## src/packet_buffer_descriptor_allocator_macros.svh

```systemverilog
// ----------------------------------------------------------------------------
// packet buffer descriptor allocator assertion macros
// concurrent assertion shorthands; empty bodies when synthesizing
// ----------------------------------------------------------------------------
`ifndef PACKET_BUFFER_DESCRIPTOR_ALLOCATOR_MACROS_SVH
`define PACKET_BUFFER_DESCRIPTOR_ALLOCATOR_MACROS_SVH

`ifndef SYNTHESIS
`define PBDA_ASSERT_IMPLY(label, ante, cons, msg) \
  label: assert property (@(posedge clk) disable iff (rst) (ante) |-> (cons)) \
    else $error(msg);
`define PBDA_ASSERT_NEXT(label, ante, cons, msg) \
  label: assert property (@(posedge clk) disable iff (rst) (ante) |=> (cons)) \
    else $error(msg);
`else
`define PBDA_ASSERT_IMPLY(label, ante, cons, msg)
`define PBDA_ASSERT_NEXT(label, ante, cons, msg)
`endif

`endif

```

## src/pbda_pkg.sv

```systemverilog
// ----------------------------------------------------------------------------
// pbda_pkg
// shared constants, codes and beat types of the descriptor allocator
// ----------------------------------------------------------------------------
`default_nettype none

package pbda_pkg;

  localparam int MEM_BYTES    = 2048;
  localparam int EP_COUNT     = 8;
  localparam int SLOT_COUNT   = 2 * EP_COUNT;
  localparam int SLOT_W       = (SLOT_COUNT > 1) ? $clog2(SLOT_COUNT) : 1;
  localparam int SCAN_W       = SLOT_W + 1;
  localparam int FLOOR_RESET  = 64;

  localparam int ADDR_W       = 12;
  localparam int SIZE_W       = 11;
  localparam int MPS_W        = 10;
  localparam int EP_W         = 3;
  localparam int TYPE_W       = 3;
  localparam int OP_W         = 2;
  localparam int RXW_W        = 16;

  localparam int SMALL_RX_MAX = 62;
  localparam logic [RXW_W-1:0] RX_BLOCK_BASE = 16'h7C00;

  localparam logic [OP_W-1:0] OP_CONFIGURE   = 2'd0;
  localparam logic [OP_W-1:0] OP_DECONFIGURE = 2'd1;
  localparam logic [OP_W-1:0] OP_CLEAR       = 2'd2;
  localparam logic [OP_W-1:0] OP_QUERY       = 2'd3;

  localparam logic [TYPE_W-1:0] EPT_CONTROL     = 3'd0;
  localparam logic [TYPE_W-1:0] EPT_ISOCHRONOUS = 3'd1;
  localparam logic [TYPE_W-1:0] EPT_BULK        = 3'd2;
  localparam logic [TYPE_W-1:0] EPT_BULK_DOUBLE = 3'd3;
  localparam logic [TYPE_W-1:0] EPT_INTERRUPT   = 3'd4;

  typedef enum logic [2:0] {
    ST_IDLE,
    ST_SCAN,
    ST_ALLOC,
    ST_RD0,
    ST_RD1,
    ST_RD2,
    ST_DONE
  } state_t;

  typedef struct packed {
    logic [OP_W-1:0]   operation;
    logic [EP_W-1:0]   endpoint;
    logic              is_in;
    logic [TYPE_W-1:0] endpoint_type;
    logic [MPS_W-1:0]  max_packet_size;
  } request_t;

  typedef struct packed {
    logic              ok;
    logic [ADDR_W-1:0] slot0_address;
    logic [ADDR_W-1:0] slot1_address;
    logic [RXW_W-1:0]  rx_count_word;
  } result_t;

  typedef struct packed {
    logic              two;
    logic [SIZE_W-1:0] size_a;
    logic              slot_a;
    logic [SIZE_W-1:0] size_b;
    logic              slot_b;
    logic [RXW_W-1:0]  rx_word;
    logic              rx_gate_a;
  } plan_t;

  function automatic logic [SLOT_W-1:0] slot_index(input logic [EP_W-1:0] ep,
                                                   input logic slot);
    return SLOT_W'({ep, slot});
  endfunction

endpackage

`default_nettype wire

```

## src/pbda_ram.sv

```systemverilog
// ----------------------------------------------------------------------------
// pbda_ram
// single write port, single read port ram with registered read data
// ----------------------------------------------------------------------------
`default_nettype none

module pbda_ram #(
  parameter int DEPTH = 16,
  parameter int WIDTH = 12
) (
  input  wire logic                             clk,
  input  wire logic                             we,
  input  wire logic [$clog2(DEPTH > 1 ? DEPTH : 2)-1:0] waddr,
  input  wire logic [WIDTH-1:0]                 wdata,
  input  wire logic [$clog2(DEPTH > 1 ? DEPTH : 2)-1:0] raddr,
  output      logic [WIDTH-1:0]                 rdata
);

  logic [WIDTH-1:0] mem [DEPTH];

  always_ff @(posedge clk) begin
    if (we) begin
      mem[waddr] <= wdata;
    end
  end

  always_ff @(posedge clk) begin
    rdata <= mem[raddr];
  end

endmodule

`default_nettype wire

```

## src/pbda_plan.sv

```systemverilog
// ----------------------------------------------------------------------------
// pbda_plan
// turns a configure request into buffer sizes, slots and receive count word
// ----------------------------------------------------------------------------
`default_nettype none

module pbda_plan import pbda_pkg::*; (
  input  wire request_t request,
  output      plan_t    plan
);

  logic [SIZE_W-1:0] even_size;
  logic [SIZE_W-1:0] block_size;
  logic [SIZE_W-1:0] rx_size;
  logic [RXW_W-1:0]  rx_word;
  logic              dbl;
  logic              big;

  always_comb begin
    even_size  = (SIZE_W'(request.max_packet_size) + SIZE_W'(1)) & ~SIZE_W'(1);
    big        = even_size > SIZE_W'(SMALL_RX_MAX);
    block_size = (even_size + SIZE_W'(31)) & ~SIZE_W'(31);
    dbl        = (request.endpoint_type == EPT_ISOCHRONOUS) ||
                 (request.endpoint_type == EPT_BULK_DOUBLE);
    if (big) begin
      rx_size = block_size;
      rx_word = RX_BLOCK_BASE + RXW_W'({block_size, 5'b0});
    end else begin
      rx_size = even_size;
      rx_word = RXW_W'({even_size, 9'b0});
    end
  end

  always_comb begin
    if (request.is_in) begin
      plan.two       = dbl;
      plan.size_a    = even_size;
      plan.slot_a    = 1'b0;
      plan.size_b    = even_size;
      plan.slot_b    = 1'b1;
      plan.rx_word   = '0;
      plan.rx_gate_a = 1'b0;
    end else if (request.endpoint_type == EPT_CONTROL) begin
      // control out: transmit buffer first, then the receive buffer
      plan.two       = 1'b1;
      plan.size_a    = even_size;
      plan.slot_a    = 1'b0;
      plan.size_b    = rx_size;
      plan.slot_b    = 1'b1;
      plan.rx_word   = rx_word;
      plan.rx_gate_a = 1'b1;
    end else begin
      plan.two       = dbl;
      plan.size_a    = rx_size;
      plan.slot_a    = 1'b1;
      plan.size_b    = rx_size;
      plan.slot_b    = 1'b0;
      plan.rx_word   = rx_word;
      plan.rx_gate_a = 1'b0;
    end
  end

endmodule

`default_nettype wire

```

## src/pbda_seq.sv

```systemverilog
// ----------------------------------------------------------------------------
// pbda_seq
// sequencer: table scan for the current top, allocation, write and read back
// ----------------------------------------------------------------------------
`default_nettype none

`include "packet_buffer_descriptor_allocator_macros.svh"

module pbda_seq import pbda_pkg::*; (
  input  wire logic              clk,
  input  wire logic              rst,
  input  wire logic              start,
  input  wire logic [OP_W-1:0]   op,
  input  wire logic [EP_W-1:0]   ep,
  input  wire plan_t             plan,
  input  wire logic [ADDR_W-1:0] floor_addr,
  input  wire logic [ADDR_W-1:0] rdata,
  output      logic              busy,
  output      logic              done,
  output      result_t           result,
  output      logic              we,
  output      logic [SLOT_W-1:0] waddr,
  output      logic [ADDR_W-1:0] wdata,
  output      logic [SLOT_W-1:0] raddr
);

  state_t            state;
  state_t            state_next;
  logic [SLOT_COUNT-1:0] valid;
  logic              rd_vld;
  logic              ent_vld_q;
  logic [SCAN_W-1:0] scan_cnt;
  logic [ADDR_W-1:0] top;
  logic [ADDR_W-1:0] top_next;
  logic              step;
  logic [EP_W-1:0]   ep_q;
  plan_t             plan_q;
  result_t           res;

  logic              ep_in_ok;
  logic              scan_more;
  logic [SIZE_W-1:0] cur_size;
  logic              cur_slot;
  logic [ADDR_W-1:0] ent;
  logic [ADDR_W:0]   need;
  logic              alloc_fail;
  logic [ADDR_W-1:0] alloc_addr;
  logic              accept;

  always_comb begin
    accept     = start && (state == ST_IDLE);
    ep_in_ok   = {1'b0, ep} < (EP_W+1)'(EP_COUNT);
    scan_more  = scan_cnt < SCAN_W'(SLOT_COUNT);
    cur_size   = step ? plan_q.size_b : plan_q.size_a;
    cur_slot   = step ? plan_q.slot_b : plan_q.slot_a;
    ent        = ent_vld_q ? rdata : '0;
    top_next   = (rd_vld && (ent != '0) && (ent < top)) ? ent : top;
    need       = {1'b0, floor_addr} + (ADDR_W+1)'(cur_size);
    alloc_fail = ({1'b0, top} < need) || (top == ADDR_W'(cur_size));
    alloc_addr = top - ADDR_W'(cur_size);
  end

  always_comb begin
    state_next = state;
    unique case (state)
      ST_IDLE: begin
        if (start) begin
          unique case (op)
            OP_CONFIGURE:   state_next = ep_in_ok ? ST_SCAN : ST_DONE;
            OP_DECONFIGURE: state_next = ST_DONE;
            OP_CLEAR:       state_next = ST_DONE;
            OP_QUERY:       state_next = ep_in_ok ? ST_RD0 : ST_DONE;
          endcase
        end
      end
      ST_SCAN: begin
        if (!scan_more) begin
          state_next = ST_ALLOC;
        end
      end
      ST_ALLOC: begin
        priority if (alloc_fail) begin
          state_next = ST_RD0;
        end else if (!step && plan_q.two) begin
          state_next = ST_SCAN;
        end else begin
          state_next = ST_RD0;
        end
      end
      ST_RD0:  state_next = ST_RD1;
      ST_RD1:  state_next = ST_RD2;
      ST_RD2:  state_next = ST_DONE;
      ST_DONE: state_next = ST_IDLE;
      default: state_next = ST_IDLE;
    endcase
  end

  always_comb begin
    busy  = state != ST_IDLE;
    done  = state == ST_DONE;
    we    = (state == ST_ALLOC) && !alloc_fail;
    waddr = slot_index(ep_q, cur_slot);
    wdata = alloc_addr;
    unique case (state)
      ST_SCAN: raddr = scan_cnt[SLOT_W-1:0];
      ST_RD0:  raddr = slot_index(ep_q, 1'b0);
      ST_RD1:  raddr = slot_index(ep_q, 1'b1);
      default: raddr = '0;
    endcase
  end

  always_ff @(posedge clk) begin
    if (rst) begin
      state  <= ST_IDLE;
      valid  <= '0;
      rd_vld <= 1'b0;
    end else begin
      state  <= state_next;
      rd_vld <= (state == ST_SCAN) && scan_more;
      priority if (accept && (op == OP_CLEAR)) begin
        valid <= '0;
      end else if (accept && (op == OP_DECONFIGURE) && ep_in_ok) begin
        valid[slot_index(ep, 1'b0)] <= 1'b0;
        valid[slot_index(ep, 1'b1)] <= 1'b0;
      end else if (we) begin
        valid[waddr] <= 1'b1;
      end
    end
  end

  always_ff @(posedge clk) begin
    ent_vld_q <= valid[raddr];
    unique case (state)
      ST_IDLE: begin
        if (start) begin
          ep_q              <= ep;
          plan_q            <= plan;
          step              <= 1'b0;
          top               <= ADDR_W'(MEM_BYTES);
          scan_cnt          <= '0;
          res.ok            <= ((op == OP_DECONFIGURE) && ep_in_ok) || (op == OP_CLEAR);
          res.slot0_address <= '0;
          res.slot1_address <= '0;
          res.rx_count_word <= '0;
        end
      end
      ST_SCAN: begin
        top <= top_next;
        if (scan_more) begin
          scan_cnt <= scan_cnt + SCAN_W'(1);
        end
      end
      ST_ALLOC: begin
        if (alloc_fail) begin
          res.ok            <= 1'b0;
          res.rx_count_word <= (!step && plan_q.rx_gate_a) ? '0 : plan_q.rx_word;
        end else begin
          step     <= 1'b1;
          top      <= ADDR_W'(MEM_BYTES);
          scan_cnt <= '0;
          if (step || !plan_q.two) begin
            res.ok            <= 1'b1;
            res.rx_count_word <= plan_q.rx_word;
          end
        end
      end
      ST_RD1:  res.slot0_address <= ent;
      ST_RD2:  res.slot1_address <= ent;
      default: begin
      end
    endcase
  end

  assign result = res;

  `PBDA_ASSERT_NEXT(a_done_pulse, done, !done, "result strobe longer than one cycle")
  `PBDA_ASSERT_NEXT(a_accept_busy, start && !busy, busy, "accepted beat did not raise busy")
  `PBDA_ASSERT_IMPLY(a_scan_bound, state == ST_SCAN, scan_cnt <= SCAN_W'(SLOT_COUNT), "scan overrun")
  `PBDA_ASSERT_IMPLY(a_write_alloc, we, (state == ST_ALLOC) && !alloc_fail, "table write outside allocation")

endmodule

`default_nettype wire

```

## src/packet_buffer_descriptor_allocator.sv

```systemverilog
// ----------------------------------------------------------------------------
// packet_buffer_descriptor_allocator
// descriptor table allocator carving packet buffers down from the memory top
// ----------------------------------------------------------------------------
// clear, deconfigure and a bad endpoint go straight to done; query reads both
//   slots back; configure scans and allocates each buffer, then reads back;
//   a failed buffer ends it. a new beat is taken only while idle; each
//   allocation scans all 16 table entries through the single ram read port
// reset: table empty, floor at 64; done is a one-cycle strobe, no backpressure
`default_nettype none

module packet_buffer_descriptor_allocator import pbda_pkg::*; (
  input  wire logic              clk,
  input  wire logic              rst,
  input  wire logic              start,
  output      logic              busy,
  input  wire request_t          request,
  output      logic              done,
  output      result_t           result,
  input  wire logic              cfg_we,
  input  wire logic [ADDR_W-1:0] cfg_wdata
);

  logic [ADDR_W-1:0] floor_addr;
  plan_t             plan;
  logic              we;
  logic [SLOT_W-1:0] waddr;
  logic [ADDR_W-1:0] wdata;
  logic [SLOT_W-1:0] raddr;
  logic [ADDR_W-1:0] rdata;

  always_ff @(posedge clk) begin
    if (rst) begin
      floor_addr <= ADDR_W'(FLOOR_RESET);
    end else if (cfg_we) begin
      floor_addr <= cfg_wdata;
    end
  end

  pbda_plan u_plan (
    .request (request),
    .plan    (plan)
  );

  pbda_seq u_seq (
    .clk        (clk),
    .rst        (rst),
    .start      (start),
    .op         (request.operation),
    .ep         (request.endpoint),
    .plan       (plan),
    .floor_addr (floor_addr),
    .rdata      (rdata),
    .busy       (busy),
    .done       (done),
    .result     (result),
    .we         (we),
    .waddr      (waddr),
    .wdata      (wdata),
    .raddr      (raddr)
  );

  pbda_ram #(
    .DEPTH (SLOT_COUNT),
    .WIDTH (ADDR_W)
  ) u_ram (
    .clk   (clk),
    .we    (we),
    .waddr (waddr),
    .wdata (wdata),
    .raddr (raddr),
    .rdata (rdata)
  );

endmodule

`default_nettype wire
```

## config.mk

```make
export PLATFORM = sky130hd
export DESIGN_NAME = packet_buffer_descriptor_allocator
export DESIGN_NICKNAME = d
export VERILOG_FILES = /design/src/pbda_pkg.sv /design/src/pbda_ram.sv /design/src/pbda_plan.sv /design/src/pbda_seq.sv /design/src/packet_buffer_descriptor_allocator.sv
export VERILOG_INCLUDE_DIRS = /design/src /design/src/src
export SDC_FILE = /design/constraint.sdc
export NUM_CORES = 1
export LEC_CHECK = 0
export ABC_AREA = 1
export BUFFER_PORTS_ARGS = -buffer_cell sky130_fd_sc_hd__buf_2
export CORE_UTILIZATION = 56
export CTS_CLUSTER_DIAMETER = 40
export DETAILED_ROUTE_END_ITERATION = 10
export PLACE_DENSITY = 0.79
export REMOVE_ABC_BUFFERS = 1
export SYNTH_ARGS = -nofsm -noshare
export SYNTH_HDL_FRONTEND = slang
export SYNTH_SLANG_ARGS = --single-unit
export TNS_END_PERCENT = 30
```

## constraint.sdc

```tcl
create_clock -name clk -period 5.7 [get_ports clk]
set_clock_uncertainty 0.2 [all_clocks]
set_input_delay 0.285 -clock clk [delete_from_list [all_inputs] [get_ports clk]]
set_output_delay 0.285 -clock clk [all_outputs]
set_load 0.02 [all_outputs]
```

==> run metrics <==
post-CTS sizing=0; Die H=166 µm; share of cells above drive strength 1=0.124; Worst Tran Pin Value=between 1 and 1.5 ns; GR Layer Usage met1=0.373; Unique masters post-synth=44; Initial Util=0.574; largest net degree at the start of global routing=81; Crit Path Max Fanout=28; Finished Layout Cells=1944; wire per inst=19.3 µm; vias per cell=between 5 and 6; final slew viol count=0; Post-Place Cells=roughly 1800; final setup TNS=0 ns; maximum vdd drop=0.476 mV; worst stage delay on the critical path=approximately 0.52 ns; Critical Path AT=5.15 ns; critical path's slowest cell=edfxtp_1; final period utilization=0.869; failing checks=design-rule violations; Crit path max-delay family=simple AND/OR/NAND/NOR gates; DP HPWL=24600 µm; fin nets=1664; Clk Latency, worst-skew pair=0.52 ns; Overflow after GRT=0; antenna diode count=0; post-synthesis cell count=1479; Crit. End Element=flop; Worst Hold Class=in -> reg; CTS tree=yes; Setup-failing EPs final=0; # hold bufs at CTS=28; Core Util, Final=0.664; Post-synth EDFFs=274; global-route wire length before repair=58800 µm; #FFs+latches synth=roughly 320; WP buf/inv=4; vias in the first global route=roughly 11000; busiest grt layer=met2; Pleak=between 0.006 and 0.007 µW; Seq/Total Area, Yosys=0.605; Final WS setup=0.744 ns; worst-path cell chain=inv_1 > or2_2 > o21ai_0 > inv_1 > fa_1 > nand3_1 > nand3_1 > nand2_1 > o211ai_1 > nand2_1 > nand2_1 > a21oi_1 > xor2_1 > ha_1 > and3_1 > o211ai_1 > nand2_1 > nand3_1 > buf_4 > nand2_2 > inv_1 > nor2_1 > nor2_1; syn_area_per_cell=10.2 µm²; cell mode on critical path=nand2_1; postcts setup bufs=0; synthesized area=around 15000 µm²; nature of the critical path startpoint=flop; GRT met3 Usage=0.0455; Max transition margin=0.164; dominant synthesized flop cell=edfxtp_1; status=finished, violations left; M2 GR Usage=0.444; total number of vias=11416; fin crit period=4.96 ns; fmax=202 MHz; synthesis-to-layout area growth=15.6%; ys async rst share=0; TritonRoute pass-1 iters=9; Routability Congestion=0.934; Num Clock Sinks=319; number of I/O pins=78; Place WS=~0.84 ns; Max Root-Sink Buffers=3; PD cells=633 nW/µm²; die width=166 µm; IO buf count=67; WL final=37500 µm; DRT iter0 DRCs=~1600; RSZ-0062 raised after global routing=false; max-cap violations=0; CP required=5.90 ns; initial antenna violation count=0; WS Path Type=reg -> reg; count of antenna-violating nets left after detailed routing=0; DRC=4; gr usage total=0.274; CTS H-Tree Depth=2; Syn. warnings=0; row count=59; die area=27600 µm²; CTS clk-pin slew, worst paths=0.05 ns; CTS Buf Count=39; clk root buf=clkbuf_16; Core Region=26300 µm²; Fin. Hold Viols=0
==> final timing paths <==
path | to | slack (ns) | depth (start not counted) | start
min reg2reg | floor_addr[6] | 0.27 | 2 | floor_addr[6]
min | floor_addr[2] | 0.02 | 3 | cfg_we
max reg2reg | u_seq.valid[9] | 0.74 | 23 | u_seq.step
max | u_seq.valid[9] | 0.74 | 23 | u_seq.step
==> cell usage in the layout (no fill, tap or decap), types with 4 or more instances in the layout <==
| cell type | Yosys | layout |
|---|---|---|
| o211ai_1 | 63 | 63 |
| o21ai_1 | 17 | 17 |
| nand3_1 | 47 | 47 |
| nand4_1 | 11 | 11 |
| inv_6 | 0 | 5 |
| edfxtp_1 | 274 | 274 |
| ha_1 | 48 | 48 |
| clkinvlp_4 | 0 | 4 |
| xor2_2 | 0 | 7 |
| bufinv_16 | 0 | 6 |
| xor2_1 | 14 | 7 |
| nor2_1 | 170 | 170 |
| clkbuf_16 | 0 | 41 |
| mux2_2 | 15 | 15 |
| nand2_1 | 217 | 217 |
| o22ai_1 | 10 | 10 |
| xnor2_1 | 7 | 5 |
| a21oi_1 | 143 | 143 |
| buf_2 | 17 | 67 |
| or2_2 | 10 | 10 |
| o21ai_0 | 127 | 127 |
| clkinv_1 | 1 | 4 |
| inv_1 | 152 | 152 |
| buf_4 | 16 | 27 |
| dfxtp_1 | 45 | 45 |
| clkbuf_1 | 35 | 7 |
| dlygate4sd3_1 | 0 | 28 |
| nor3_1 | 4 | 4 |
| conb_1 | 1 | 10 |
==> per-layer routing <==
metal	vias up	share of wire
met2	599	0.47
met3	105	0.092
met1	5361	0.41
li1	5351	-
met4	0	0.035
met5	-	0
==> metrics by stage <==
stage | hold slack (ns) | total power [µW] | instance area, µm²
after floorplan | 0.165 | 6570 | 14800
after global placement | 0.260 | 8250 | 15800
after detailed placement | 0.264 | 8360 | 15800
after CTS | 0.000314 | 11000 | 17400
after global routing | 0.0646 | 11500 | 17400
final | 0.0224 | 11000 | 17400
==> tightest hold or removal path, cell delays in order <==
cell,delay [ns]
buf_2,0.20
o21ai_0,0.12
nor2_1,0.08
==> cell type report <==
class	count	area (µm²)
clock buffers	49	1070
flip-flops and latches	319	9130
fillers	1890	8830
well taps	335	419
clock inverters	22	297
inverters	156	586
multi-input cells	941	5130
repair buffers	122	818
==> cell families after synthesis <==
group / after synthesis / synth area share
buf+inv: 228 / 0.0631
flops: 319 / 0.605
fa+ha+maj: 50 / 0.0424
xor+xnor: 21 / 0.0122
mux: 15 / 0.0112
compound gates: 376 / 0.139
other cells: 1 / 0.000248
simple gates: 469 / 0.127
==> state kept, by name, indices dropped and copies added (netlist names) <==
signal,count
u_seq.rd_vld,1
u_seq.step,1
u_seq.ent_vld_q,1
u_seq.plan_q,30
u_seq.result,31
u_ram.mem,192
u_seq.ep_q,3
u_seq.top,12
u_seq.state,3
u_seq.scan_cnt,5
u_ram.rdata,12
floor_addr,12
u_seq.valid,16
==> cell usage after synthesis, types with 15 or more instances <==
library cell    n  area [µm²]
mux2_2         15         169
buf_4          16         120
clkbuf_1       35         131
buf_2          17        85.1
dfxtp_1        45         901
o211ai_1       63         473
o21ai_0       127         636
edfxtp_1      274        8230
nor2_1        170         638
nand3_1        47         235
ha_1           48         601
nand2_1       217         815
o21ai_1        17        85.1
inv_1         152         571
a21oi_1       143         716
==> power breakdown <==
group	switching, µW	total (µW)	internal, µW
Clock	966	2580	1610
Sequential	251	4040	3790
Combinational	3290	4420	1130
Total	4510	11000	6530
Power figures use the tool's default switching activity.
